[src/hdl/sorted_priority_queue_core_macros.svh]
// ============================================================================
// Sorted priority queue assertion macros
// Concurrent assertion shorthands shared by the queue RTL; they compile to
// nothing when SYNTHESIS is defined.
// ============================================================================
`ifndef SORTED_PRIORITY_QUEUE_CORE_MACROS_SVH
`define SORTED_PRIORITY_QUEUE_CORE_MACROS_SVH

`ifndef SYNTHESIS
// Same-cycle implication
`define SPQ_ASSERT_IMPLY(label, clk, rst_n, ante, cons, msg) \
    label: assert property (@(posedge clk) disable iff (!rst_n) (ante) |-> (cons)) \
        else $error(msg);
// Next-cycle implication
`define SPQ_ASSERT_NEXT(label, clk, rst_n, ante, cons, msg) \
    label: assert property (@(posedge clk) disable iff (!rst_n) (ante) |=> (cons)) \
        else $error(msg);
`else
`define SPQ_ASSERT_IMPLY(label, clk, rst_n, ante, cons, msg)
`define SPQ_ASSERT_NEXT(label, clk, rst_n, ante, cons, msg)
`endif

`endif

[src/hdl/spq_pkg.sv]
// ============================================================================
// Sorted priority queue package
// Field widths, operation and status codes, and the command and status
// bundles between the controller and the datapath.
// ============================================================================
`default_nettype none

package spq_pkg;

    // Field widths
    localparam int ELEM_W    = 32;
    localparam int PRIO_W    = 16;
    localparam int OCC_W     = 5;
    localparam int ENTRY_W   = ELEM_W + PRIO_W;
    localparam int S_TDATA_W = 48;
    localparam int M_TDATA_W = 56;

    // Operation codes carried on the input tuser
    localparam logic FUNC_INSERT = 1'b0;
    localparam logic FUNC_DELETE = 1'b1;

    // Result status codes
    typedef enum logic [1:0] {
        STATUS_OK        = 2'd0,
        STATUS_OVERFLOW  = 2'd1,
        STATUS_UNDERFLOW = 2'd2
    } status_t;

    // Controller to datapath commands
    typedef struct packed {
        logic load;       // latch the accepted word, clear the result
        logic ovf;        // mark overflow
        logic udf;        // mark underflow
        logic start_ins;  // point at the tail and read it
        logic rd_head;    // read the front entry
        logic shift;      // move the entry read back by one slot, step down
        logic k_inc;      // step the walk pointer up by one
        logic put;        // write the new entry at the walk pointer
        logic pop;        // take the front entry out
        logic out_load;   // load the result into the output register
    } cmd_t;

    // Datapath to controller status
    typedef struct packed {
        logic empty;
        logic full;
        logic k_zero;
        logic greater;    // entry read has a larger priority than the new one
        logic out_free;
    } stat_t;

endpackage

`default_nettype wire

[src/hdl/spq_ram.sv]
// ============================================================================
// Generic RAM
// One write port and one read port with registered read data.
// ============================================================================
`default_nettype none

module spq_ram #(
    parameter int WIDTH = 48,
    parameter int DEPTH = 16,
    localparam int AW   = (DEPTH > 1) ? $clog2(DEPTH) : 1
) (
    input  wire logic             clk,
    input  wire logic             wr_en,
    input  wire logic [AW-1:0]    wr_addr,
    input  wire logic [WIDTH-1:0] wr_data,
    input  wire logic             rd_en,
    input  wire logic [AW-1:0]    rd_addr,
    output logic      [WIDTH-1:0] rd_data
);

    logic [WIDTH-1:0] mem [DEPTH];

    // Write, and read the old contents on a clash
    always_ff @(posedge clk)
    begin
        if (wr_en)
        begin
            mem[wr_addr] <= wr_data;
        end
        if (rd_en)
        begin
            rd_data <= mem[rd_addr];
        end
    end

endmodule

`default_nettype wire

[src/hdl/spq_dp.sv]
// ============================================================================
// Sorted priority queue datapath
// Circular entry store with head and live count, the insertion walk pointer,
// the latched word and the output register.
// ============================================================================
`default_nettype none
`include "sorted_priority_queue_core_macros.svh"

module spq_dp #(
    parameter int CAPACITY = 16,
    localparam int AW      = (CAPACITY > 1) ? $clog2(CAPACITY) : 1,
    localparam int CW      = $clog2(CAPACITY + 1)
) (
    input  wire logic                            clk,
    input  wire logic                            rst_n,
    input  wire spq_pkg::cmd_t                   cmd,
    output spq_pkg::stat_t                       stat,
    input  wire logic [spq_pkg::S_TDATA_W-1:0]   in_tdata,
    input  wire logic                            out_ready,
    output logic                                 out_valid,
    output logic      [spq_pkg::M_TDATA_W-1:0]   out_tdata,
    output logic      [1:0]                      out_tuser
);

    localparam int EW = spq_pkg::ELEM_W;
    localparam int PW = spq_pkg::PRIO_W;
    localparam int OW = spq_pkg::OCC_W;
    localparam int PAD_W = spq_pkg::M_TDATA_W - EW - PW - OW;

    // Map a queue offset to a slot of the circular store
    function automatic logic [AW-1:0] phys(input logic [AW-1:0] head,
                                           input logic [AW-1:0] offset);
        logic [AW:0] sum;
        begin
            sum = {1'b0, head} + {1'b0, offset};
            if (sum >= (AW+1)'(CAPACITY))
            begin
                sum = sum - (AW+1)'(CAPACITY);
            end
            return sum[AW-1:0];
        end
    endfunction

    logic [AW-1:0]      head_reg, head_next;
    logic [AW-1:0]      k_reg, k_next;
    logic [CW-1:0]      count_reg, count_next;
    logic               out_valid_reg, out_valid_next;

    logic [EW-1:0]      elem_reg;
    logic [PW-1:0]      prio_reg;
    spq_pkg::status_t   status_reg;
    logic [EW-1:0]      rem_elem_reg;
    logic [PW-1:0]      rem_prio_reg;
    spq_pkg::status_t   out_status_reg;
    logic [EW-1:0]      out_elem_reg;
    logic [PW-1:0]      out_prio_reg;
    logic [OW-1:0]      out_occ_reg;

    logic                          rd_en, wr_en;
    logic [AW-1:0]                 rd_addr, wr_addr;
    logic [spq_pkg::ENTRY_W-1:0]   rd_data, wr_data;
    logic [EW-1:0]                 rd_elem;
    logic [PW-1:0]                 rd_prio;
    logic                          k_zero;
    logic                          empty;

    assign rd_elem = rd_data[EW-1:0];
    assign rd_prio = rd_data[EW +: PW];
    assign k_zero  = (k_reg == '0);
    assign empty   = (count_reg == '0);

    // Report status to the controller
    assign stat.empty    = empty;
    assign stat.full     = (count_reg == CW'(CAPACITY));
    assign stat.k_zero   = k_zero;
    assign stat.greater  = ($signed(rd_prio) > $signed(prio_reg));
    assign stat.out_free = !out_valid_reg || out_ready;

    // Steer the store ports
    always_comb
    begin
        rd_en   = cmd.rd_head || (cmd.start_ins && !empty) || (cmd.shift && !k_zero);
        rd_addr = head_reg;
        wr_en   = cmd.shift || cmd.put;
        wr_addr = phys(head_reg, k_reg);
        wr_data = {prio_reg, elem_reg};
        priority if (cmd.start_ins)
        begin
            rd_addr = phys(head_reg, AW'(count_reg - CW'(1)));
        end
        else if (cmd.shift)
        begin
            rd_addr = phys(head_reg, k_reg - AW'(1));
            wr_addr = phys(head_reg, k_reg + AW'(1));
            wr_data = rd_data;
        end
    end

    spq_ram #(
        .WIDTH (spq_pkg::ENTRY_W),
        .DEPTH (CAPACITY)
    ) u_store (
        .clk     (clk),
        .wr_en   (wr_en),
        .wr_addr (wr_addr),
        .wr_data (wr_data),
        .rd_en   (rd_en),
        .rd_addr (rd_addr),
        .rd_data (rd_data)
    );

    // Advance head, count, walk pointer and output valid
    always_comb
    begin
        head_next      = head_reg;
        count_next     = count_reg;
        k_next         = k_reg;
        out_valid_next = out_valid_reg;
        if (cmd.pop)
        begin
            head_next  = (head_reg == AW'(CAPACITY - 1)) ? '0 : head_reg + AW'(1);
            count_next = count_reg - CW'(1);
        end
        if (cmd.put)
        begin
            count_next = count_reg + CW'(1);
        end
        priority if (cmd.start_ins)
        begin
            k_next = empty ? '0 : AW'(count_reg - CW'(1));
        end
        else if (cmd.shift && !k_zero)
        begin
            k_next = k_reg - AW'(1);
        end
        else if (cmd.k_inc)
        begin
            k_next = k_reg + AW'(1);
        end
        if (out_ready)
        begin
            out_valid_next = 1'b0;
        end
        if (cmd.out_load)
        begin
            out_valid_next = 1'b1;
        end
    end

    always_ff @(posedge clk or negedge rst_n)
    begin
        if (!rst_n)
        begin
            head_reg      <= '0;
            count_reg     <= '0;
            k_reg         <= '0;
            out_valid_reg <= 1'b0;
        end
        else
        begin
            head_reg      <= head_next;
            count_reg     <= count_next;
            k_reg         <= k_next;
            out_valid_reg <= out_valid_next;
        end
    end

    // Hold the word and build the result
    always_ff @(posedge clk)
    begin
        if (cmd.load)
        begin
            elem_reg     <= in_tdata[EW-1:0];
            prio_reg     <= in_tdata[EW +: PW];
            rem_elem_reg <= '0;
            rem_prio_reg <= '0;
            // Mark overflow or underflow, else clear the status
            priority if (cmd.udf)
            begin
                status_reg <= spq_pkg::STATUS_UNDERFLOW;
            end
            else if (cmd.ovf)
            begin
                status_reg <= spq_pkg::STATUS_OVERFLOW;
            end
            else
            begin
                status_reg <= spq_pkg::STATUS_OK;
            end
        end
        if (cmd.pop)
        begin
            rem_elem_reg <= rd_elem;
            rem_prio_reg <= rd_prio;
        end
        if (cmd.out_load)
        begin
            out_status_reg <= status_reg;
            out_elem_reg   <= rem_elem_reg;
            out_prio_reg   <= rem_prio_reg;
            out_occ_reg    <= OW'(count_reg);
        end
    end

    assign out_valid = out_valid_reg;
    assign out_tdata = {{PAD_W{1'b0}}, out_occ_reg, out_prio_reg, out_elem_reg};
    assign out_tuser = out_status_reg;

    `SPQ_ASSERT_IMPLY(a_count_bound, clk, rst_n, 1'b1, count_reg <= CW'(CAPACITY), "live count above capacity")
    `SPQ_ASSERT_IMPLY(a_put_not_full, clk, rst_n, cmd.put, count_reg != CW'(CAPACITY), "write into a full queue")
    `SPQ_ASSERT_IMPLY(a_pop_not_empty, clk, rst_n, cmd.pop, !empty, "pop from an empty queue")
    `SPQ_ASSERT_NEXT(a_pop_count, clk, rst_n, cmd.pop, count_reg == $past(count_reg) - CW'(1), "pop did not drop the count")
    `SPQ_ASSERT_IMPLY(a_load_free, clk, rst_n, cmd.out_load, !out_valid_reg || out_ready, "result overwrote a waiting word")

endmodule

`default_nettype wire

[src/hdl/spq_ctrl.sv]
// ============================================================================
// Sorted priority queue controller
// Sequences accept, insertion walk, front removal and result hand-off.
// ============================================================================
`default_nettype none

module spq_ctrl (
    input  wire logic           clk,
    input  wire logic           rst_n,
    input  wire logic           in_valid,
    input  wire logic           in_func,
    output logic                in_ready,
    input  wire spq_pkg::stat_t stat,
    output spq_pkg::cmd_t       cmd
);

    typedef enum logic [4:0] {
        ST_IDLE = 5'b00001,
        ST_INS  = 5'b00010,
        ST_PUT  = 5'b00100,
        ST_DEL  = 5'b01000,
        ST_DLV  = 5'b10000
    } state_t;

    state_t state_reg, state_next;

    // Decode commands and next state
    always_comb
    begin
        cmd        = '0;
        in_ready   = 1'b0;
        state_next = state_reg;
        unique case (state_reg)
            ST_IDLE:
            begin
                in_ready = 1'b1;
                if (in_valid)
                begin
                    cmd.load = 1'b1;
                    if (in_func == spq_pkg::FUNC_DELETE)
                    begin
                        if (stat.empty)
                        begin
                            cmd.udf    = 1'b1;
                            state_next = ST_DLV;
                        end
                        else
                        begin
                            cmd.rd_head = 1'b1;
                            state_next  = ST_DEL;
                        end
                    end
                    else if (stat.full)
                    begin
                        cmd.ovf    = 1'b1;
                        state_next = ST_DLV;
                    end
                    else
                    begin
                        cmd.start_ins = 1'b1;
                        state_next    = stat.empty ? ST_PUT : ST_INS;
                    end
                end
            end
            ST_INS:
            begin
                // Move larger entries up one slot until the new one fits
                if (stat.greater)
                begin
                    cmd.shift = 1'b1;
                    if (stat.k_zero)
                    begin
                        state_next = ST_PUT;
                    end
                end
                else
                begin
                    cmd.k_inc  = 1'b1;
                    state_next = ST_PUT;
                end
            end
            ST_PUT:
            begin
                cmd.put    = 1'b1;
                state_next = ST_DLV;
            end
            ST_DEL:
            begin
                cmd.pop    = 1'b1;
                state_next = ST_DLV;
            end
            ST_DLV:
            begin
                if (stat.out_free)
                begin
                    cmd.out_load = 1'b1;
                    state_next   = ST_IDLE;
                end
            end
            default:
            begin
                state_next = ST_IDLE;
            end
        endcase
    end

    always_ff @(posedge clk or negedge rst_n)
    begin
        if (!rst_n)
        begin
            state_reg <= ST_IDLE;
        end
        else
        begin
            state_reg <= state_next;
        end
    end

endmodule

`default_nettype wire

[src/hdl/sorted_priority_queue_core.sv]
// An overflow or underflow goes straight to the result hand-off, a delete first pops
// the front entry, and an insert walks down from the tail, moving larger entries up, then writes the new entry.
// Throughput: one word at a time; the next word is taken once the result is in
// the output register. The insertion walk moves one entry a cycle through the
// single write port of the entry RAM. Reset clears the controller, head, count
// and output valid; the entry RAM is not cleared and needs no clearing pass.
// ============================================================================
// Sorted priority queue core
// Bounded priority queue kept sorted by ascending priority in a circular RAM,
// with stream ports for requests and results.
// ============================================================================
`default_nettype none

module sorted_priority_queue_core #(
    parameter int CAPACITY = 16
) (
    input  wire logic                          clk,
    input  wire logic                          rst_n,
    input  wire logic                          s_axis_tvalid,
    output logic                               s_axis_tready,
    // element [31:0], priority_req [47:32]
    input  wire logic [spq_pkg::S_TDATA_W-1:0] s_axis_tdata,
    // func [0]
    input  wire logic                          s_axis_tuser,
    output logic                               m_axis_tvalid,
    input  wire logic                          m_axis_tready,
    // removed_element [31:0], removed_priority [47:32], occupancy [52:48]
    output logic      [spq_pkg::M_TDATA_W-1:0] m_axis_tdata,
    // status [1:0]
    output logic      [1:0]                    m_axis_tuser
);

    spq_pkg::cmd_t  cmd;
    spq_pkg::stat_t stat;

    spq_ctrl u_ctrl (
        .clk      (clk),
        .rst_n    (rst_n),
        .in_valid (s_axis_tvalid),
        .in_func  (s_axis_tuser),
        .in_ready (s_axis_tready),
        .stat     (stat),
        .cmd      (cmd)
    );

    spq_dp #(
        .CAPACITY (CAPACITY)
    ) u_dp (
        .clk       (clk),
        .rst_n     (rst_n),
        .cmd       (cmd),
        .stat      (stat),
        .in_tdata  (s_axis_tdata),
        .out_ready (m_axis_tready),
        .out_valid (m_axis_tvalid),
        .out_tdata (m_axis_tdata),
        .out_tuser (m_axis_tuser)
    );

endmodule

`default_nettype wire

[config.mk]
export PLATFORM = sky130hd
export DESIGN_NAME = sorted_priority_queue_core
export DESIGN_NICKNAME = d
export VERILOG_FILES = /design/src/hdl/spq_pkg.sv /design/src/hdl/spq_ram.sv /design/src/hdl/spq_dp.sv /design/src/hdl/spq_ctrl.sv /design/src/hdl/sorted_priority_queue_core.sv
export VERILOG_INCLUDE_DIRS = /design/src /design/src/hdl
export SDC_FILE = /design/constraint.sdc
export NUM_CORES = 1
export LEC_CHECK = 0
export ABC_CLOCK_PERIOD_IN_PS = 6600
export BUFFER_PORTS_ARGS = -buffer_cell sky130_fd_sc_hd__buf_2
export CAP_MARGIN = 20
export CORE_MARGIN = 2
export CORE_UTILIZATION = 45
export CTS_CLUSTER_DIAMETER = 50
export DETAILED_ROUTE_END_ITERATION = 12
export PLACE_DENSITY_LB_ADDON = 0.08
export REMOVE_ABC_BUFFERS = 1
export SLEW_MARGIN = 20
export SYNTH_ARGS = -nofsm -noshare
export SYNTH_HDL_FRONTEND = slang
export SYNTH_HIERARCHICAL = 1
export SYNTH_SLANG_ARGS = --single-unit
[constraint.sdc]
create_clock -name clk -period 6.6 [get_ports clk]
set_input_delay 1.32 -clock clk [delete_from_list [all_inputs] [get_ports clk]]
set_output_delay 1.32 -clock clk [all_outputs]
set_load 0.1 [all_outputs]
== Word-level counts from Yosys, hierarchy flattened ==
Memories as Yosys holds them, arrays and structs flattened. A register that Yosys moved wholly into a read port is not among the register bits.
Index checks and enable logic that the tools add are counted.

* Output and inout bits: 60
* Memories: 1
* Memory bits (writable): 768
* Flip-flop bits (word level): 172
* Bits of input ports: 53

{| class="wikitable"
|+ Memories
! memory !! words !! bits a word !! rd ports !! clocked after Yosys merged registers in !! write ports !! RTL line !! RTL
|-
| u_dp.u_store.mem || 16 || 48 || 1 || 1 || 1 || spq_ram.sv:21 || <nowiki>logic [WIDTH-1:0] mem [DEPTH];</nowiki>
|}

* Order comparisons: 5
* Add/subtract/negate cells: 13
* Equality and inequality tests: 10
* Reduce and logical (&&, ||, !) cells: 17
* Muxes and demuxes: 53

{| class="wikitable"
|+ Operators by type and width
! kind !! number
|-
| $mux 48 || 2
|-
| $mux 32 || 2
|-
| $mux 5 || 11
|-
| $mux 4 || 13
|-
| $mux 16 || 2
|-
| $add 4x4->5 || 4
|-
| $ge 5x5->1 const B || 4
|-
| $mux 1 || 20
|-
| $pmux 5 s4 || 1
|-
| $sub 4x1->4 const B || 5
|-
| $gt 16x16->1 || 1
|-
| $eq 5x5->1 const B || 2
|-
| $add 4x1->4 const B || 2
|-
| $reduce_bool 2->1 || 3
|-
| $add 5x1->5 const B || 1
|-
| $eq 5x1->1 const B || 1
|-
| $eq 5x2->1 const B || 1
|-
| $eq 5x3->1 const B || 1
|-
| $eq 5x4->1 const B || 1
|-
| $logic_not 5->1 || 1
|-
| $sub 5x1->5 const B || 1
|-
| $eq 4x4->1 const B || 1
|-
| $logic_not 4->1 || 1
|-
| $logic_or 1x1->1 || 4
|-
| other kinds (9) || 13
|}

== Longest topological paths before layout ==
* Depth after elaboration: 8
* Depth in mapped cells: 20

== Modules after synthesis ==
The synthesis kept the hierarchy.

{| class="wikitable"
|+ By module, submodules not included
! module !! cells each !! area an instance (um^2) !! sequential area each (um^2) !! instances
|-
| spq_ram || 1242 || 30171.4 || 24503.5 || 1
|-
| spq_dp || 500 || 7369.6 || 4944.7 || 1
|-
| spq_ctrl || 44 || 354.1 || 126.4 || 1
|}

== Worst setup path after synthesis ==
Ideal clock, no wire load.

* Path kind: register to register
* From: reg u_dp.u_store.rd_data[43], read port of u_dp.u_store.mem
* To: mem u_dp.u_store.mem[0][0] (enable)
* Data required time: 6.087 ns
* Path buffers: 3
* Stages on the path, launching flop included: 17
* Library setup time: 0.513 ns
* Data arrival time: 6.448 ns
* Slack: -0.360 ns
* Clock period less this slack: 6.960 ns
* Cell sequence: edfxtp_1 > ha_1 > nand2_1 > nor4_1 > o211ai_1 > nand3_1 > mux2i_1 > inv_1 > nor2_1 > buf_2 > nor2b_1 > buf_2 > buf_2 > a21oi_1 > xnor2_1 > or3b_2 > nor3_1

{| class="wikitable"
|+ RTL lines
! what !! RTL line !! RTL
|-
| start: declaration || spq_ram.sv:18 || <nowiki>output logic [WIDTH-1:0] rd_data</nowiki>
|-
| end: declaration || spq_ram.sv:21 ||
|}

==> summary.md <==
| Metric | Value |
|---|---|
| DRC Markers | 0 |
| Syn Area/Cell | 21.2 µm² |
| CTS buffer count | 110 |
| Worst clock skew | ~0.028 ns |
| Switching power share of the total | 0.301 |
| DP Cell Count | around 3000 |
| # Max-Cap Violations | 0 |
| Final hold violation count | 0 |
| Primary FF master, synth | edfxtp_1 |
| Pleak | roughly 14 nW |
| Vias per cell | ~5.7 |
| Startpoint types | register |
| Synth async-reset ratio | 0.0192 |
| # port buffers | ~110 |
| Sw Pwr | between 0.005 and 0.006 W |
| Die Span Y | ~300 µm |
| Final instance area | around 44000 µm² |
| Worst setup EP type | register |
| Setup TNS | 0 ns |
| CP arrival | 5.82 ns |
| Clock Root Buffer | clkbuf_16 |
| Starting Density | 0.454 |
| Max reg flops | around 770 |
| Most common cell in the netlist | edfxtp_1 |
| CTS tree | yes |
| R2R cell count | 16 |
| Clock share of power | 0.306 |
| Pwr Density | between 400 and 500 nW/µm² |
| Slew @ Worst Pin | 0.971 ns |
| Min Clock Period, post-route | approximately 5.5 ns |
| Clock Latency Late Sink | 0.69 ns |
| Most frequent cells after synthesis | edfxtp_1 (969), mux4_2 (192), a22oi_1 (96) |
| Vias in the first global route | approximately 19000 |
| Ports | about 110 |
| Highest Clock Rate | around 0.18 GHz |
| Share of the synthesized area in the top cell type | 0.768 |
| Die Wd | slightly below 300 µm |
| Buf+Inv Stages, Crit Path | 4 |
| Reg2reg setup slack | 1.09 ns |
| CP Depth | 16 |
| Via Count | about 18000 |
| Routed WL per cell | 27.2 µm |
| Distinct cells, synth | 61 |
| CP required | a little under 7 ns |
| First-pass GRT wire length | 126000 µm |
| Max H-tree Level | 3 |
| Status | complete, no violations |
| Cts hold-fix bufs | 0 |
| DP Area | ~40000 µm² |
| Initial drt markers | around 1400 |
| CP max stage delay | between 0.6 and 0.7 ns |
| Post-DP HPWL | 45200 µm |
| Number of flops mapped to enable cells by yosys | a little under 1000 |
| Final Cycle Share | 0.835 |
| Maximum root-to-sink buffer count | 3 |
| Relative slew slack | 0.346 |
| Aggregate global-route resource usage | 0.202 |
| Setup violators final | 0 |
| Hold Path Depth | 0 |
| Share of layout cells above drive strength 1 | 0.277 |
| Crit path max fanout | 34 |
| First-pass DRT Iterations | 5 |
| Int Power | 0.0138 W |
| YS warnings | 6 |
| RSZ-0062 raised after global routing | no |
| Flop pwr share | 0.420 |
| Largest register by flop count | u_dp/u_store/mem |
| Final WL | 85800 µm |
| Min-delay worst type | reg2reg |
| Site Rows | roughly 110 |
| Post-synth top area cell | edfxtp_1 |
| Diodes inserted | 0 |
| Clock-pin slew on the worst setup and hold paths | approximately 0.06 ns |
| Sink Count | ~990 |
| Sequential area share after synthesis | 0.780 |
| Post-synthesis register bit count | between 900 and 1000 |
| Die area | 86500 µm² |
| Fin nets | about 2100 |
| Area Growth Syn to Fin | 15.6% |
| Worst path top cell family by delay | simple AND/OR/NAND/NOR gates |
| Largest net degree at the start of global routing | 87 |
| Gr ovfl total | 0 |
| Fin. max-slew vios | 0 |
| Top Registers | u_dp/u_store/mem: 768 flops, u_dp/u_store/rd_data: 48 flops |
| Worst path cell trace | ha_1 > nand2_1 > nor4_1 > o21ai_0 > nand3_1 > mux2i_1 > inv_1 > nor2_1 > buf_4 > nor2b_4 > buf_4 > nand2_1 > o21ai_0 > nand2_1 > nor2_4 > buf_4 |
| Antenna violations before repair | 2 |
| PostCTS Resize Cnt | 0 |
| Area contributors post-synth | edfxtp_1 (77%), mux4_2 (11%), a22oi_1 (1.9%) |
| Placer Congestion | between 0.7 and 0.8 |
| Setup CP Type | reg2reg |
| Fin cells | ~3200 |
| Setup Fix Bufs, Post-CTS | 0 |
| Gate power share | 0.274 |
| Cells after Synth | between 1500 and 2000 |
| Core area | around 84000 µm² |
| CP max-delay cell | buf_4 |
| ANT nets after route | 0 |
| Synthesized area | 37900 µm² |
| Maximum VDD drop | a little over 0.3 mV |
-- power by group through the flow --
stage	sequential, W	combinational [W]	clock [W]
5_1_grt	0.00835	0.00590	0.00642
6_report	0.00830	0.00541	0.00605
3_5_place_dp	0.00843	0.00552	0
2_1_floorplan	0.00838	0.00398	0
3_3_place_gp	0.00842	0.00548	0
4_1_cts	0.00831	0.00553	0.00618
-- logic make-up after synthesis --
family / synth area share
flip-flops: 0.780
multiplexers: 0.126
AND/OR/NAND/NOR: 0.0312
AO/OA/AOI/OAI: 0.0294
buffers and inverters: 0.0147
adder cells (fa/ha/maj): 0.0130
XOR/XNOR: 0.00551
other: 0.0000990
-- layout by cell type, fill, tap and decap left out, types with 4 or more instances in the layout --
| master | netlist | routed |
|---|---|---|
| nor2_1 | 33 | 20 |
| xor2_1 | 6 | 6 |
| a21o_1 | 4 | 4 |
| buf_4 | 24 | 55 |
| clkinv_1 | 0 | 13 |
| buf_2 | 13 | 109 |
| fa_1 | 4 | 4 |
| nand4_1 | 4 | 4 |
| nor2_4 | 0 | 13 |
| nor3_1 | 10 | 5 |
| inv_1 | 29 | 29 |
| bufinv_16 | 0 | 12 |
| nand2b_1 | 7 | 7 |
| nand3_1 | 8 | 8 |
| edfxtp_1 | 969 | 969 |
| ha_1 | 33 | 33 |
| clkinv_4 | 0 | 6 |
| a21oi_1 | 19 | 19 |
| xnor2_1 | 16 | 16 |
| nor2b_1 | 7 | 4 |
| buf_12 | 0 | 13 |
| nor3_2 | 1 | 6 |
| o21ai_0 | 26 | 24 |
| clkbuf_16 | 0 | 112 |
| mux2_1 | 33 | 33 |
| inv_6 | 0 | 5 |
| a22oi_1 | 96 | 96 |
| mux2i_1 | 4 | 4 |
| clkbuf_1 | 32 | 27 |
| dfrtp_1 | 18 | 18 |
| and2_1 | 49 | 48 |
| nand2_1 | 83 | 82 |
| mux4_2 | 192 | 192 |
| clkinv_2 | 0 | 20 |
-- worst paths after layout --
| check | from | endpoint |
|---|---|---|
| max | u_dp/u_store/rd_data[45]$_DFFE_PP_ | u_dp/u_store/mem[7][7]$_DFFE_PP_ |
| min | u_dp/rem_elem_reg[6]$_SDFFCE_PN0P_ | u_dp/out_elem_reg[6]$_DFFE_PP_ |
| max reg2reg | u_dp/u_store/rd_data[45]$_DFFE_PP_ | u_dp/u_store/mem[7][7]$_DFFE_PP_ |
| min reg2reg | u_dp/rem_elem_reg[6]$_SDFFCE_PN0P_ | u_dp/out_elem_reg[6]$_DFFE_PP_ |
| max in group asynchronous | rst_n | u_ctrl/state_reg[0]$_DFFE_PN1P_ |
| min in group asynchronous | rst_n | u_dp/out_valid$_DFFE_PN0P_ |
-- layer usage --
layer	routed length [µm]	up-vias	GRT usage
li1	-	7752	-
met4	1680	0	0.0488
met1	38500	9566	0.290
met5	0	-	0
met2	41900	438	0.328
met3	3780	114	0.0297
-- worst reg2reg max path, stage by stage, from the launching register on --
cell      delay (ns)
edfxtp_1        0.43
ha_1            0.32
nand2_1         0.11
nor4_1          0.58
o21ai_0         0.22
nand3_1         0.16
mux2i_1         0.48
inv_1           0.10
nor2_1          0.12
buf_4           0.19
nor2b_4         0.24
buf_4           0.40
nand2_1         0.09
o21ai_0         0.38
nand2_1         0.47
nor2_4          0.22
buf_4           0.61
-- layout make-up --
cell class                 instances  area [µm²]
clock buffer                     139        2900
multi-input combinational        682        7950
timing repair buffer             177        1220
sequential                       988       29600
fill                            6564       39700
inverter                          31         118
clock inverter                    62         706
tap                             1080        1350
-- metrics by stage --
step / hold slack [ns] / util / total power (W) / worst slack (ns)
2_1_floorplan: 0.400 / - / 0.0124 / -21.57
3_3_place_gp: 0.401 / 0.481 / 0.0139 / 1.13
3_5_place_dp: 0.405 / 0.481 / 0.0139 / 0.991
4_1_cts: 0.416 / 0.524 / 0.0200 / 0.938
5_1_grt: 0.420 / 0.524 / 0.0207 / 0.660
6_report: 0.415 / 0.524 / 0.0198 / 1.09
No activity file was read; power rests on OpenSTA's default activity.
